[src/rtl/csv_field_text_normalizer_defines.svh]
// Assertion macros shared by the normalizer RTL.
`ifndef CSV_FIELD_TEXT_NORMALIZER_DEFINES_SVH
`define CSV_FIELD_TEXT_NORMALIZER_DEFINES_SVH

// Same-cycle implication, checked out of reset.
`define CFN_ASSERT_IMP(lbl, clk, rstn, ante, cons) \
  lbl: assert property (@(posedge clk) disable iff (!(rstn)) (ante) |-> (cons)) \
    else $error("cfn assertion failed");

// Next-cycle implication, checked out of reset.
`define CFN_ASSERT_NXT(lbl, clk, rstn, ante, cons) \
  lbl: assert property (@(posedge clk) disable iff (!(rstn)) (ante) |=> (cons)) \
    else $error("cfn assertion failed");

`endif

[src/rtl/cfn_pkg.sv]
`timescale 1ns / 1ps
package cfn_pkg;

  localparam logic [7:0] ChTab   = 8'h09;
  localparam logic [7:0] ChLf    = 8'h0A;
  localparam logic [7:0] ChVt    = 8'h0B;
  localparam logic [7:0] ChFf    = 8'h0C;
  localparam logic [7:0] ChCr    = 8'h0D;
  localparam logic [7:0] ChSpace = 8'h20;
  localparam logic [7:0] ChQuote = 8'h22;
  localparam logic [7:0] ChComma = 8'h2C;
  localparam logic [7:0] ChSemi  = 8'h3B;

  // Results of one input byte, handed to the output buffer.
  typedef struct packed {
    logic       load;
    logic       two;
    logic [7:0] b0;
    logic [7:0] b1;
  } pkt_t;

endpackage

[src/rtl/cfn_ifs.sv]
`timescale 1ns / 1ps
interface cfn_in_if;
  logic       valid;
  logic       ready;
  logic [7:0] in_byte;

  modport source (output valid, output in_byte, input ready);
  modport sink (input valid, input in_byte, output ready);
endinterface

interface cfn_out_if;
  logic       valid;
  logic       ready;
  logic [7:0] out_byte;
  logic       run_last;

  modport source (output valid, output out_byte, output run_last, input ready);
  modport sink (input valid, input out_byte, input run_last, output ready);
endinterface

[src/rtl/cfn_norm_stage.sv]
`timescale 1ns / 1ps
`include "csv_field_text_normalizer_defines.svh"
module cfn_norm_stage (
  input  logic          clk_i,
  input  logic          rst_ni,
  cfn_in_if.sink        in_i,
  input  logic          free_i,
  output cfn_pkg::pkt_t pkt_o
);

  logic       valid_q, valid_d;
  logic [7:0] byte_q;
  logic       comma_owed_q, comma_owed_d;
  logic       started_q, started_d;
  logic       run_open_q, run_open_d;
  logic       hard_q, hard_d;
  logic       semi_q, semi_d;

  logic is_lf, is_comma, is_quote, is_ws, is_hard;
  logic k_comma, k_space, k_byte, has, move;
  logic [7:0] byte2;

  assign is_lf    = (byte_q == cfn_pkg::ChLf);
  assign is_comma = (byte_q == cfn_pkg::ChComma);
  assign is_quote = (byte_q == cfn_pkg::ChQuote);
  assign is_hard  = (byte_q == cfn_pkg::ChVt) || (byte_q == cfn_pkg::ChFf);
  assign is_ws    = is_hard || (byte_q == cfn_pkg::ChSpace) ||
                    (byte_q == cfn_pkg::ChTab) || (byte_q == cfn_pkg::ChCr);

  always_comb begin
    k_comma      = 1'b0;
    k_space      = 1'b0;
    k_byte       = 1'b0;
    comma_owed_d = comma_owed_q;
    started_d    = started_q;
    run_open_d   = run_open_q;
    hard_d       = hard_q;
    semi_d       = semi_q;
    if (is_lf) begin
      k_space      = run_open_q && hard_q;
      k_byte       = 1'b1;
      comma_owed_d = 1'b0;
      started_d    = 1'b0;
      run_open_d   = 1'b0;
      hard_d       = 1'b0;
      semi_d       = 1'b0;
    end else begin
      k_comma      = comma_owed_q;
      comma_owed_d = 1'b0;
      if (is_comma) begin
        k_space      = run_open_q && hard_q;
        comma_owed_d = 1'b1;
        started_d    = 1'b0;
        run_open_d   = 1'b0;
        hard_d       = 1'b0;
        semi_d       = 1'b0;
      end else if (is_quote) begin
        k_space = 1'b0;
      end else if (is_ws) begin
        run_open_d = 1'b1;
        hard_d     = hard_q || is_hard;
      end else begin
        k_space    = run_open_q ? (started_q || hard_q) : semi_q;
        k_byte     = 1'b1;
        started_d  = 1'b1;
        semi_d     = (byte_q == cfn_pkg::ChSemi);
        run_open_d = 1'b0;
        hard_d     = 1'b0;
      end
    end
  end

  assign byte2 = byte_q;
  assign has   = k_comma || k_space || k_byte;
  assign move  = valid_q && (free_i || !has);

  always_comb begin
    pkt_o.load = move && has;
    pkt_o.two  = (k_comma && k_space) || (k_comma && k_byte) || (k_space && k_byte);
    pkt_o.b0   = k_comma ? cfn_pkg::ChComma : (k_space ? cfn_pkg::ChSpace : byte2);
    pkt_o.b1   = (k_comma && k_space) ? cfn_pkg::ChSpace : byte2;
  end

  assign in_i.ready = !valid_q || move;
  assign valid_d    = (in_i.valid && in_i.ready) ? 1'b1 : (move ? 1'b0 : valid_q);

  always_ff @(posedge clk_i or negedge rst_ni) begin
    if (!rst_ni) begin
      valid_q      <= 1'b0;
      comma_owed_q <= 1'b0;
      started_q    <= 1'b0;
      run_open_q   <= 1'b0;
      hard_q       <= 1'b0;
      semi_q       <= 1'b0;
    end else begin
      valid_q <= valid_d;
      if (move) begin
        comma_owed_q <= comma_owed_d;
        started_q    <= started_d;
        run_open_q   <= run_open_d;
        hard_q       <= hard_d;
        semi_q       <= semi_d;
      end
    end
  end

  always_ff @(posedge clk_i) begin
    if (in_i.valid && in_i.ready) begin
      byte_q <= in_i.in_byte;
    end
  end

  `CFN_ASSERT_IMP(a_owed_field_clear, clk_i, rst_ni, comma_owed_q, !started_q && !run_open_q)
  `CFN_ASSERT_IMP(a_semi_started, clk_i, rst_ni, semi_q, started_q)
  `CFN_ASSERT_IMP(a_hard_in_run, clk_i, rst_ni, hard_q, run_open_q)
  `CFN_ASSERT_IMP(a_load_needs_free, clk_i, rst_ni, pkt_o.load, free_i)

endmodule

[src/rtl/cfn_out_buf.sv]
`timescale 1ns / 1ps
`include "csv_field_text_normalizer_defines.svh"
module cfn_out_buf (
  input  logic          clk_i,
  input  logic          rst_ni,
  input  cfn_pkg::pkt_t pkt_i,
  output logic          free_o,
  cfn_out_if.source     out_o
);

  logic       valid_q;
  logic       two_q;
  logic       pos_q;
  logic [7:0] b0_q, b1_q;
  logic       fire, last;

  assign fire   = valid_q && out_o.ready;
  assign last   = pos_q || !two_q;
  assign free_o = !valid_q || (fire && last);

  assign out_o.valid    = valid_q;
  assign out_o.out_byte = pos_q ? b1_q : b0_q;
  assign out_o.run_last = last;

  always_ff @(posedge clk_i or negedge rst_ni) begin
    if (!rst_ni) begin
      valid_q <= 1'b0;
      pos_q   <= 1'b0;
      two_q   <= 1'b0;
    end else if (pkt_i.load) begin
      valid_q <= 1'b1;
      pos_q   <= 1'b0;
      two_q   <= pkt_i.two;
    end else if (fire && last) begin
      valid_q <= 1'b0;
      pos_q   <= 1'b0;
    end else if (fire) begin
      pos_q <= 1'b1;
    end
  end

  always_ff @(posedge clk_i) begin
    if (pkt_i.load) begin
      b0_q <= pkt_i.b0;
      b1_q <= pkt_i.b1;
    end
  end

  `CFN_ASSERT_IMP(a_pos_in_pair, clk_i, rst_ni, pos_q, valid_q && two_q)
  `CFN_ASSERT_NXT(a_second_follows, clk_i, rst_ni, fire && !last && !pkt_i.load,
                  valid_q && pos_q)
  `CFN_ASSERT_IMP(a_load_when_free, clk_i, rst_ni, pkt_i.load, free_o)

endmodule

[src/rtl/csv_field_text_normalizer.sv]
`timescale 1ns / 1ps
// CSV field normalizer: takes one text byte per transaction and returns zero, one or two
// normalized bytes, with run_last marking the final byte caused by each input byte. An input
// byte is registered, decoded against the field state, and its results are loaded into a
// two-byte output buffer, from which the first result is presented once it is loaded. Input
// bytes that cause at most one result flow at one per cycle while the output port takes
// every byte; a byte that causes two holds the one-byte output port for both of its bytes,
// so the sustained rate is set by the output port. Bytes that cause no result never wait
// on the output side.
module csv_field_text_normalizer (
  input  logic      clk_i,
  input  logic      rst_ni,
  cfn_in_if.sink    in_i,
  cfn_out_if.source out_o
);

  cfn_pkg::pkt_t pkt;
  logic          free;

  cfn_norm_stage u_norm (
    .clk_i  (clk_i),
    .rst_ni (rst_ni),
    .in_i   (in_i),
    .free_i (free),
    .pkt_o  (pkt)
  );

  cfn_out_buf u_out (
    .clk_i  (clk_i),
    .rst_ni (rst_ni),
    .pkt_i  (pkt),
    .free_o (free),
    .out_o  (out_o)
  );

endmodule
[src/flat_wrapper.sv]
// flat-port wrapper written by rule: the top's interface ports become plain ports
module csv_field_text_normalizer_flat 
  (clk_i, rst_ni, in_i_valid, in_i_in_byte, in_i_ready, out_o_valid, out_o_out_byte, out_o_run_last, out_o_ready);
  cfn_in_if in_i_i ();
  cfn_out_if out_o_i ();
  input  logic clk_i;
  input  logic rst_ni;
  input wire logic [$bits(in_i_i.valid)-1:0] in_i_valid;
  input wire logic [$bits(in_i_i.in_byte)-1:0] in_i_in_byte;
  output wire logic [$bits(in_i_i.ready)-1:0] in_i_ready;
  output wire logic [$bits(out_o_i.valid)-1:0] out_o_valid;
  output wire logic [$bits(out_o_i.out_byte)-1:0] out_o_out_byte;
  output wire logic [$bits(out_o_i.run_last)-1:0] out_o_run_last;
  input wire logic [$bits(out_o_i.ready)-1:0] out_o_ready;
  assign in_i_i.valid = in_i_valid;
  assign in_i_i.in_byte = in_i_in_byte;
  assign in_i_ready = in_i_i.ready;
  assign out_o_valid = out_o_i.valid;
  assign out_o_out_byte = out_o_i.out_byte;
  assign out_o_run_last = out_o_i.run_last;
  assign out_o_i.ready = out_o_ready;
  csv_field_text_normalizer u_core (.clk_i(clk_i), .rst_ni(rst_ni), .in_i(in_i_i), .out_o(out_o_i));
endmodule
[config.mk]
export PLATFORM = sky130hd
export DESIGN_NAME = csv_field_text_normalizer_flat
export DESIGN_NICKNAME = d
export VERILOG_FILES = /design/src/rtl/cfn_pkg.sv /design/src/rtl/cfn_ifs.sv /design/src/rtl/cfn_norm_stage.sv /design/src/rtl/cfn_out_buf.sv /design/src/rtl/csv_field_text_normalizer.sv /design/src/flat_wrapper.sv
export VERILOG_INCLUDE_DIRS = /design/src /design/src/rtl
export SDC_FILE = /design/constraint.sdc
export NUM_CORES = 1
export LEC_CHECK = 0
export BUFFER_PORTS_ARGS = -buffer_cell sky130_fd_sc_hd__buf_2
export CAP_MARGIN = 20
export CORE_MARGIN = 10
export CORE_UTILIZATION = 45
export DETAILED_ROUTE_END_ITERATION = 16
export PLACE_DENSITY = 0.79
export REMOVE_ABC_BUFFERS = 1
export SYNTH_ARGS = -nofsm -noshare
export SYNTH_HDL_FRONTEND = slang
export SYNTH_SLANG_ARGS = --single-unit
[constraint.sdc]
create_clock -name clk_i -period 2.55 [get_ports clk_i]
set_input_delay 0.1275 -clock clk_i [delete_from_list [all_inputs] [get_ports clk_i]]
set_output_delay 0.1275 -clock clk_i [all_outputs]
set_load 0.1 [all_outputs]
==> out/qor.txt, run 1 <==
max-slew violation count = 0
Ys Warns = 0
Root Buffer = clkbuf_8
Die X = 81.04 um
slew margin rel. = 0.5617
initial antenna violation count = 0
ant diodes = 0
Yosys top cell by area = edfxtp_1
port bufs = 22
total track usage = 0.1022
Final HPWL DP = 2352 um
synth unique cells = 45
period utilisation layout = 0.9497
met1 usage = 0.1177
Inst Count DP = 210
Core Box Area = 3633 um^2
Boundary Pins = 23
slowest CP cell = edfxtp_1
Top FF cell, synth = edfxtp_1
H-tree depth = 2
first-pass GRT wire length = 5237 um
Post-Syn Area = 1677 um^2
Final Non-Filler Cells = 220
die area = 6567 um^2
Net count, final = 183
Final Skew = 0.004099 ns
RSZ-0062 raised after global routing = no
worst hold start = in_i_in_byte[4]
die span in y = 81.04 um
hold path depth = 1
# rows = 22
register area = 945.9 um^2
Critical Path End Type = primary output
ys async rst share = 0.2727
kind of critical path = flop to primary output
Reg2Reg Depth = 6
Hold Vio Cnt, Final = 0
min cycle time layout = 2.422 ns
CTS Buf Count = 5
1st-iter DRT viols = 109
Reg2Reg Setup Slack = 0.28 ns
multi-input gate area in the final layout = 673.1 um^2
Worst-path clk slew = 0.06 ns
DR vias/cell = 5.450
largest net degree at the start of global routing = 18
crit path cell chain = and4bb_1 -> or2_2 -> o21a_2 -> a21oi_4 -> nand2_1 -> clkbuf_4
CP top delay family = simple AND/OR/NAND/NOR gates
Via Count = 1199
drt drc = 0
total gr overflow = 0
met3 Usage GRT = 0.03422
worst r2r src = u_core.u_norm.byte2[2]$_DFFE_PP_
Worst Tran Pin Value = 0.6409 ns
sequential area share after synthesis = 0.5642
dpl ws = 0.2846 ns
Area Overhead vs Synth = 15.45%
grt met2 use = 0.1616
vias in the first global route = 1185
Min-Delay Path Class = input pin to flop
Largest stage delay, worst path = 0.53 ns
reg2reg end = u_core.u_norm.byte2[2]$_DFFE_PP_
status = complete, no violations
setup violators final = 0
cell count after synthesis = 143
top cells by area, synth = edfxtp_1 (43%), dfrtp_1 (13%), mux2_2 (5.4%)
flops & latches, synth = 33
Final ANT Viol Nets = 0
share of post-route cells with drive strength above 1 = 0.2965
hold path endpoint = u_core.u_norm.byte2[4]$_DFFE_PP_
Most Crowded Layer GR = met2
WL final = 3116 um
PnR worst setup slack = 0.1282 ns
GP Congestion = 0.9617
Clock Sinks = 33
Critical Path Source Type = flop
crit path max fanout = 11
max-cap viol count = 0
starting density of the core = 0.4614
Worst-Skew Late Latency = 0.28 ns
router iterations before antenna repair = 4
Max Root-Sink Buffers = 2
WP data arrival = 2.29 ns
drt wl/cell = 14.16 um
Buf/Inv on CP = 1
Req. time, crit path = 2.42 ns
fillcell total = 317
Max Clock Freq = 0.4129 GHz
TritonCTS clock tree = built
Synth Area per Inst = 11.72 um^2
post-synth top area share = 0.4299
EDFF count, synth = 24
-- cells by family after synthesis --
family,synth area share
multiplexers,0.06269
AO/OA/AOI/OAI,0.1388
flip-flops,0.5642
buffers and inverters,0.03433
AND/OR/NAND/NOR,0.2000
-- metrics by stage --
step,hold slack [ns],utilization,area (um^2),TNS [ns]
after CTS,0.006965,0.5300,1926,0
after detailed placement,-0.01085,0.5048,1834,0
after global placement,-0.01954,0.5048,1834,0
final,0.01953,0.5327,1936,0
after floorplan,-0.1681,-,1642,-12.61
after global routing,0.01053,0.5327,1936,0
-- cells in the final DEF, fill, tap and decap left out, drive strengths merged, types with 4 or more instances in the layout --
cell and n:
buf 25, nor3 4, mux2 9, edfxtp 24
nand2 9, a21oi 10, clkbuf 6, and2 7
inv 6, nor2 7, nor2b 10, o21ai 7
dfrtp 9
-- metal layers --
metal | part of all wire | vias up
met5 | 0 | -
met4 | 0.019 | 0
met1 | 0.43 | 553
li1 | - | 587
met3 | 0.073 | 8
met2 | 0.48 | 51
-- cells in the mapped netlist, types with 2 or more instances --
cell type and instances:
a211oi_1 3, and2_1 7, nor3_1 3, nand2_1 9
dfrtp_1 9, nor2b_1 9, clkbuf_1 3, nand3_1 2
a21oi_1 9, nand3b_1 2, nor2_1 6, edfxtp_1 24
or2_2 2, a21o_1 2, nand2b_1 3, a31oi_1 2
and3_1 2, o21ai_0 7, inv_1 6, mux2_2 8
-- flip-flops by register name, indices dropped and copies added (netlist names) --
name and cells:
u_core.u_out.b0_q 8, u_core.u_out.out_o.valid 1, u_core.u_norm.started_q 1, u_core.u_out.two_q 1
u_core.u_norm.hard_q 1, u_core.u_norm.comma_owed_q 1, u_core.u_norm.valid_q 1, u_core.u_out.pos_q 1
u_core.u_norm.semi_q 1, u_core.u_norm.run_open_q 1, u_core.u_norm.byte2 8, u_core.u_out.b1_q 8
-- worst max path at each step --
stage | startpoint | endpoint | depth (start not counted)
after global placement | u_core.u_norm.byte2[0]$_DFFE_PP_ | u_core.u_norm.byte2[6]$_DFFE_PP_ | 6
after floorplan | u_core.u_out.pos_q$_DFFE_PN0P_ | u_core.u_norm.byte2[0]$_DFFE_PP_ | 6
after global routing | u_core.u_norm.byte2[2]$_DFFE_PP_ | in_i_ready | 6
final | u_core.u_norm.byte2[2]$_DFFE_PP_ | in_i_ready | 6
after detailed placement | u_core.u_norm.byte2[0]$_DFFE_PP_ | u_core.u_norm.byte2[7]$_DFFE_PP_ | 6
after CTS | u_core.u_norm.byte2[0]$_DFFE_PP_ | in_i_ready | 6
-- what timing repair did --
action / CTS / global route
resized for setup: 0 / 1
hold buffers: 1 / 0
endpoints found under the setup margin: 0 / 1
endpoints found under the hold margin: 9 / 0
setup buffers: 0 / 1
-- area by class of cell --
type,instances,area share
sequential,33,0.4887
multi-input combinational,98,0.3478
timing repair buffer,27,0.07886
clock buffer,5,0.03555
tap,48,0.03103
inverter,6,0.01164
clock inverter,3,0.006464
Power of run 1 is left out: the tool's default activity adds up to more than one toggle a clock period on the data nets, which glitch-free logic cannot reach.
==> run 2: changes to the inputs <==
--- a/config.mk
+++ b/config.mk
@@ -13,6 +13,8 @@
 export DETAILED_ROUTE_END_ITERATION = 16
 export PLACE_DENSITY = 0.79
 export REMOVE_ABC_BUFFERS = 1
+export SLEW_MARGIN = 5
 export SYNTH_ARGS = -nofsm -noshare
 export SYNTH_HDL_FRONTEND = slang
+export SYNTH_HIERARCHICAL = 1
 export SYNTH_SLANG_ARGS = --single-unit
==> run 2 against run 1 <==
Final cell count increased by 2.7%. Clock skew decreased by 0.0017 ns. Register-to-register slack improved by 0.13 ns. Synthesized cell count increased by 5.6%. Critical path type unchanged. Critical endpoint unchanged. Largest cell class unchanged. Highest routed layer unchanged.
==> out/qor.txt, run 2 <==
# Post-CTS Setup Buffers = 0 (unchanged)
Max Clock Freq = 0.4361 GHz (+5.6%)
Min-Delay Path Class = input pin to flop
Ys Warns = 6 (+6)
Top FF cell, synth = edfxtp_1
Post-Syn Area = 1817 um^2 (+8.4%)
slew margin rel. = 0.6584 (+0.09671)
1st-iter DRT viols = 73 (-33%)
top cells by area, synth = edfxtp_1 (40%), dfrtp_1 (12%), mux2_4 (6.6%)
die span in y = 83.54 um (+3.1%)
Design Power = 1.729 mW
largest net degree at the start of global routing = 20 (+2)
port bufs = 22 (unchanged)
hold path depth = 1 (unchanged)
largest family of logic cells by synthesized area = simple AND/OR/NAND/NOR gates
clock share of power = 0.207
first-pass GRT wire length = 5451 um (+4.1%)
cell count after synthesis = 151 (+5.6%)
crit path max fanout = 9 (-2)
Final ANT Viol Nets = 0 (unchanged)
reg2reg end = u_core/u_norm/byte2[4]$_DFFE_PP_
WHS = 0.02212 ns (+0.002591 ns)
Final Util = 0.5189 (-0.01383)
dpl ws = 0.4282 ns (+0.1436 ns)
Root Buffer = clkbuf_8
# rows = 23 (+4.5%)
drt drc = 0 (unchanged)
Seq pwr share = 0.430
Compound-Gate Fraction of Synth Area = 0.1433 (+0.004445)
status = complete, no violations
Area Overhead vs Synth = 12.60%
Die X = 83.54 um (+3.1%)
ant diodes = 0 (unchanged)
Int Power = 1.046 mW
Reg2Reg Depth = 6 (unchanged)
min cycle time layout = 2.293 ns (-0.1286 ns)
Comb pwr share = 0.363
Boundary Pins = 23 (unchanged)
mux cell area share after synthesis = 0.09022 (+0.02753)
flops & latches, synth = 33 (unchanged)
total gr overflow = 0 (unchanged)
drt wl/cell = 13.57 um (-4.2%)
worst hold start = in_i_in_byte[0]
Core Box Area = 3943 um^2 (+8.5%)
setup violators final = 0 (unchanged)
Reg2Reg Setup Slack = 0.41 ns (+0.13 ns)
Worst-Skew Late Latency = 0.28 ns (about the same)
leading cell type in the layout, fill and taps excluded = edfxtp_1
period utilisation layout = 0.8993 (-0.05045)
EDFF count, synth = 24 (unchanged)
Synth Area per Inst = 12.03 um^2 (+2.6%)
Clock Sinks = 33 (unchanged)
post-synth top area share = 0.3967 (-0.03316)
Critical Path End Type = primary output
Final HPWL DP = 2392 um (+1.7%)
Lkg Pwr = 0.7998 nW
setup tns final = 0 ns (unchanged)
Req. time, crit path = 2.42 ns (about the same)
xor/xnor share of the synthesized area = 0 (unchanged)
worst vdd ir = 0.4094 mV
WP data arrival = 2.17 ns (-0.12 ns)
Worst-path clk slew = 0.06 ns (about the same)
simple-gate portion of the synthesized area = 0.2039 (+0.003857)
share of post-route cells with drive strength above 1 = 0.3011 (+0.004625)
sw frac = 0.3948
worst r2r src = u_core/u_norm/byte2[7]$_DFFE_PP_
commonest cells after routing, fill and taps aside = edfxtp_1 (24), buf_2 (21), nand2_1 (12)
top cells by count, synth = edfxtp_1 (24), nand2_1 (12), dfrtp_1 (9), nor2_1 (9), mux2_4 (8)
Final Skew = 0.002355 ns (-0.001744 ns)
die area = 6979 um^2 (+6.3%)
Net count, final = 187 (+2.2%)
Worst Tran Pin Value = 0.5084 ns (-0.1324 ns)
adder-cell share of the synthesized area = 0 (unchanged)
starting density of the core = 0.4608 (-0.0006265)
Hold Vio Cnt, Final = 0 (unchanged)
hold path endpoint = u_core/u_norm/byte2[0]$_DFFE_PP_
max-slew violation count = 0 (unchanged)
Psw = 0.6826 mW
total track usage = 0.09118 (-0.01101)
PD cells = 845.1 nW/um^2
synth unique cells = 50 (+11%)
sequential area share after synthesis = 0.5207 (-0.04352)
DR vias/cell = 5.403 (-0.87%)
CTS Buf Count = 5 (unchanged)
TritonCTS clock tree = built
count leader, synth = edfxtp_1
Yosys top cell by area = edfxtp_1
Via Count = 1221 (+1.8%)
RSZ-0062 raised after global routing = no
kind of critical path = flop to primary output
router iterations before antenna repair = 5 (+1)
vias in the first global route = 1225 (+3.4%)
Critical Path Source Type = flop
WL final = 3066 um (-1.6%)
max-cap viol count = 0 (unchanged)
GP Congestion = 0.9435 (-1.9%)
Max Root-Sink Buffers = 2 (unchanged)
H-tree depth = 2 (unchanged)
initial antenna violation count = 0 (unchanged)
PnR worst setup slack = 0.2568 ns (+0.1286 ns)
ys async rst share = 0.2727 (unchanged)
==> run 2: changes by cell type after synthesis, moves of 5 or more <==
cell     before  now
mux2_2        8    1
mux2_4        1    8
o21ai_0       7    2
and2_1        7    2
nor2b_1       9    3
==> run 2: metrics by stage <==
stage | cells | instance area (um^2)
2_1_floorplan | 142 | 1755
3_3_place_gp | 217 | 1951
3_5_place_dp | 217 | 1951
4_1_cts | 226 | 2043
5_1_grt | 226 | 2046
6_report | 226 | 2046
==> run 2: kinds of logic after synthesis <==
| kind of cell | Yosys count |
|---|---|
| AOI/OAI and AO/OA | 34 |
| buffers and inverters | 13 |
| DFF | 33 |
| muxes | 12 |
| and+or+nand+nor | 59 |
==> run 2: layout make-up <==
type                       instances  area [um^2]
tap                               50        62.56
clock inverter                     2        10.01
clock buffer                       6        72.57
inverter                           4        15.01
sequential                        33        945.9
multi-input combinational        105        794.5
timing repair buffer              26        145.1
fill                             339         1897
==> run 2: worst max-delay path: stages, from the launching register on <==
cell	delay, ns
edfxtp_1	0.45
or3_1	0.59
nor2_8	0.16
a2bb2oi_4	0.19
nand2_1	0.10
nand2_1	0.07
clkbuf_4	0.32
==> run 2: power groups by stage <==
| stage | clock [mW] | sequential, mW | combinational, mW |
|---|---|---|---|
| 3_3_place_gp | 0 | 0.750 | 0.622 |
| 3_5_place_dp | 0 | 0.754 | 0.628 |
| 5_1_grt | 0.395 | 0.755 | 0.671 |
| 6_report | 0.357 | 0.744 | 0.628 |
| 2_1_floorplan | 0 | 0.780 | 0.496 |
| 4_1_cts | 0.370 | 0.743 | 0.630 |
==> run 2: worst max-delay path by stage <==
stage / to / startpoint
3_5_place_dp: u_core/u_norm/byte2[5]$_DFFE_PP_ / u_core/u_norm/byte2[7]$_DFFE_PP_
4_1_cts: in_i_ready / u_core/u_norm/byte2[7]$_DFFE_PP_
3_3_place_gp: u_core/u_norm/byte2[1]$_DFFE_PP_ / u_core/u_norm/byte2[7]$_DFFE_PP_
2_1_floorplan: u_core/u_out/two_q$_DFFE_PN0P_ / u_core/u_out/out_o.valid$_DFFE_PN0P_
5_1_grt: in_i_ready / u_core/u_norm/byte2[7]$_DFFE_PP_
6_report: in_i_ready / u_core/u_norm/byte2[7]$_DFFE_PP_
==> run 2: timing repair <==
| item | 4_1_cts | 5_1_grt |
|---|---|---|
| setup endpoints to repair | 0 | 1 |
| resized for setup | 0 | 1 |
| hold endpoints to repair | 9 | 0 |
| hold buffers | 1 | 0 |
==> run 2: per-layer routing <==
metal / wire [um] / vias up / track usage
met5: 0 / - / 0
met4: 26 / 0 / 0.03044
met3: 222 / 4 / 0.03613
met2: 1452 / 42 / 0.1447
met1: 1365 / 558 / 0.1096
li1: - / 617 / -
Power figures use the tool's default switching activity.
==> run 3: changes to the inputs <==
--- a/config.mk
+++ b/config.mk
@@ -8,10 +8,12 @@
 export LEC_CHECK = 0
 export BUFFER_PORTS_ARGS = -buffer_cell sky130_fd_sc_hd__buf_2
 export CAP_MARGIN = 20
+export CELL_PAD_IN_SITES_DETAIL_PLACEMENT = 1
+export CELL_PAD_IN_SITES_GLOBAL_PLACEMENT = 2
 export CORE_MARGIN = 10
-export CORE_UTILIZATION = 45
+export CORE_UTILIZATION = 38
 export DETAILED_ROUTE_END_ITERATION = 16
-export PLACE_DENSITY = 0.79
+export PLACE_DENSITY = 0.9
 export REMOVE_ABC_BUFFERS = 1
 export SLEW_MARGIN = 5
 export SYNTH_ARGS = -nofsm -noshare
==> constraint.sdc (replaced) <==
create_clock -name clk_i -period 2.5 [get_ports clk_i]
set_input_delay 0.125 -clock clk_i [delete_from_list [all_inputs] [get_ports clk_i]]
set_output_delay 0.125 -clock clk_i [all_outputs]
set_load 0.1 [all_outputs]
==> run 3 against run 2 <==
Via count grew 3.8%. Sequential power grew 2.7%. Register-to-register slack lost 0.07 ns. Hold slack lost 0.0058 ns. Clock power grew 7.6%. Sequential cell count is the same. Non-clock buffer count is the same. Clock-buffer cell count is the same. Clock skew grew 0.0026 ns. Setup slack lost 0.073 ns. Utilization shrank 8.2 points. Global-route usage grew 2.1 points. Largest power group unchanged.
==> out/qor.txt, run 3 (synthesis results as in run 2) <==
Worst Setup EP = in_i_ready
min cycle time layout = 2.316 ns
share of post-route cells with drive strength above 1 = 0.3011 (unchanged)
dpl ws = 0.3489 ns (-0.07925 ns)
leading cell type in the layout, fill and taps excluded = edfxtp_1
Req. time, crit path = 2.38 ns (-0.04 ns)
starting density of the core = 0.3872 (-0.07361)
drt drc = 0 (unchanged)
largest net degree at the start of global routing = 18 (-10%)
ant diodes = 0 (unchanged)
kind of critical path = flop to primary output
Worst Tran Pin Value = 0.5547 ns (+0.04630 ns)
period utilisation layout = 0.9265
TritonCTS clock tree = built
drt wl/cell = 17.57 um (+29%)
Final HPWL DP = 3212 um (+34%)
Reg2Reg Depth = 6 (unchanged)
vias in the first global route = 1391 (+14%)
GP Congestion = 0.8387 (-11%)
crit path max fanout = 9 (unchanged)
die span in y = 89.15 um (+6.7%)
register area = 945.9 um^2 (unchanged)
first-pass GRT wire length = 6900 um (+27%)
port bufs = 22 (unchanged)
Worst path most repeated cell = nand2_1
Largest stage delay, worst path = 0.59 ns (about the same)
slew margin rel. = 0.6273 (-0.03110)
multi-input gate area in the final layout = 794.5 um^2 (unchanged)
Reg2Reg Setup Slack = 0.34 ns (-0.07 ns)
fillcell total = 528 (+56%)
RSZ-0062 raised after global routing = no
initial antenna violation count = 0 (unchanged)
max-cap viol count = 0 (unchanged)
CTS Buf Count = 5 (unchanged)
worst r2r src = u_core/u_norm/byte2[7]$_DFFE_PP_
DR vias/cell = 5.509 (+2.0%)
CP startpoint = u_core/u_norm/byte2[7]$_DFFE_PP_
# rows = 25 (+8.7%)
Final Skew = 0.004997 ns (+0.002642 ns)
Min-Delay Path Class = input pin to flop
Hold Vio Cnt, Final = 0 (unchanged)
WL final = 4040 um (+32%)
PD cells = 878.8 nW/um^2 (+4.0%)
WP data arrival = 2.19 ns (+0.02 ns)
# Post-CTS Setup Buffers = 0 (unchanged)
Lkg Pwr = 0.7998 nW (unchanged)
H-tree depth = 2 (unchanged)
setup tns final = 0 ns (unchanged)
PnR worst setup slack = 0.1837 ns (-0.07316 ns)
max-slew violation count = 0 (unchanged)
crit path cell chain = or3_1 -> nor2_8 -> a2bb2oi_4 -> nand2_1 -> nand2_1 -> clkbuf_4
Worst-Skew Late Latency = 0.28 ns (about the same)
CP top delay family = simple AND/OR/NAND/NOR gates
worst vdd ir = 0.4941 mV (+21%)
Final ANT Viol Nets = 0 (unchanged)
Critical Path Source Type = flop
Die X = 89.15 um (+6.7%)
reg2reg end = u_core/u_norm/byte2[7]$_DFFE_PP_
Via Count = 1267 (+3.8%)
Net count, final = 187 (unchanged)
commonest cells after routing, fill and taps aside = edfxtp_1 (24), buf_2 (21), nand2_1 (12)
total track usage = 0.1118 (+0.02062)
cell depth of the worst setup path = 6 (unchanged)
Boundary Pins = 23 (unchanged)
Area Overhead vs Synth = 12.88%
Root Buffer = clkbuf_8
router iterations before antenna repair = 4 (-1)
setup violators final = 0 (unchanged)
total gr overflow = 0 (unchanged)
Buf/Inv on CP = 1 (unchanged)
slowest CP cell = or3_1
Critical Path End Type = primary output
Clock Sinks = 33 (unchanged)
status = complete, no violations
1st-iter DRT viols = 56 (-23%)
Max Clock Freq = 0.4317 GHz
Worst-path clk slew = 0.07 ns (about the same)
Core Box Area = 4692 um^2 (+19%)
die area = 7947 um^2 (+14%)
Max Root-Sink Buffers = 2 (unchanged)
[run 3: how the worst min path moves through the flow]
stage                          startpoint                                      to  slack [ns]  cells past startpoint
final                     in_i_in_byte[4]        u_core/u_norm/byte2[4]$_DFFE_PP_        0.02                      1
after global routing      in_i_in_byte[7]        u_core/u_norm/byte2[7]$_DFFE_PP_      0.0009                      1
after CTS                 in_i_in_byte[4]        u_core/u_norm/byte2[4]$_DFFE_PP_       0.004                      1
after detailed placement           rst_ni  u_core/u_norm/comma_owed_q$_DFFE_PN0P_       -0.01                      1
after global placement             rst_ni          u_core/u_out/pos_q$_DFFE_PN0P_       -0.02                      1
after floorplan                    rst_ni  u_core/u_norm/comma_owed_q$_DFFE_PN0P_       -0.17                      0
[run 3: cell type report]
| cell class | instances | share of cell area |
|---|---|---|
| Multi-Input combinational cell | 105 | 0.3874 |
| Tap cell | 54 | 0.03295 |
| Timing Repair Buffer | 26 | 0.07077 |
| Inverter | 4 | 0.007322 |
| Sequential cell | 33 | 0.4613 |
| Clock inverter | 2 | 0.004881 |
| Clock buffer | 6 | 0.03539 |
[run 3: timing repair]
| item | CTS | global route |
|---|---|---|
| hold endpoints to repair | 9 | 0 |
| endpoints found under the setup margin | 0 | 1 |
| hold buffers | 1 | 0 |
| resized for setup | 0 | 1 |
[run 3: worst register-to-register path: cells and delay by family, from the launching register on]
kind | cells | cell delay [ns]
AOI/OAI and AO/OA | 2 | 0.38
buffers and inverters | 1 | 0.19
DFF | 1 | 0.44
and+or+nand+nor | 3 | 0.87
[run 3: layer usage]
metal  share of wire  wire [um]  vias to the layer above  track usage
met5               0          0                        -            0
met4          0.0045         18                        0      0.03468
met3           0.055        223                        2      0.03555
met2            0.50       2034                       31       0.1947
met1            0.44       1764                      623       0.1268
li1                -          -                      611            -
[run 3: power breakdown]
part / internal (mW) / total [mW] / switching [mW]
clock: 0.193 / 0.384 / 0.191
sequential: 0.699 / 0.764 / 0.0649
combinational: 0.176 / 0.655 / 0.478
[run 3: metrics by stage]
stage / instances / cell area [um^2] / utilization / power (mW) / hold slack [ns]
2_1_floorplan: 142 / 1755 / - / 1.301 / -0.1706
3_3_place_gp: 221 / 1956 / 0.4168 / 1.410 / -0.01682
3_5_place_dp: 221 / 1956 / 0.4168 / 1.432 / -0.01095
4_1_cts: 230 / 2048 / 0.4365 / 1.821 / 0.003544
5_1_grt: 230 / 2051 / 0.4371 / 1.897 / 0.0008660
6_report: 230 / 2051 / 0.4371 / 1.802 / 0.01634
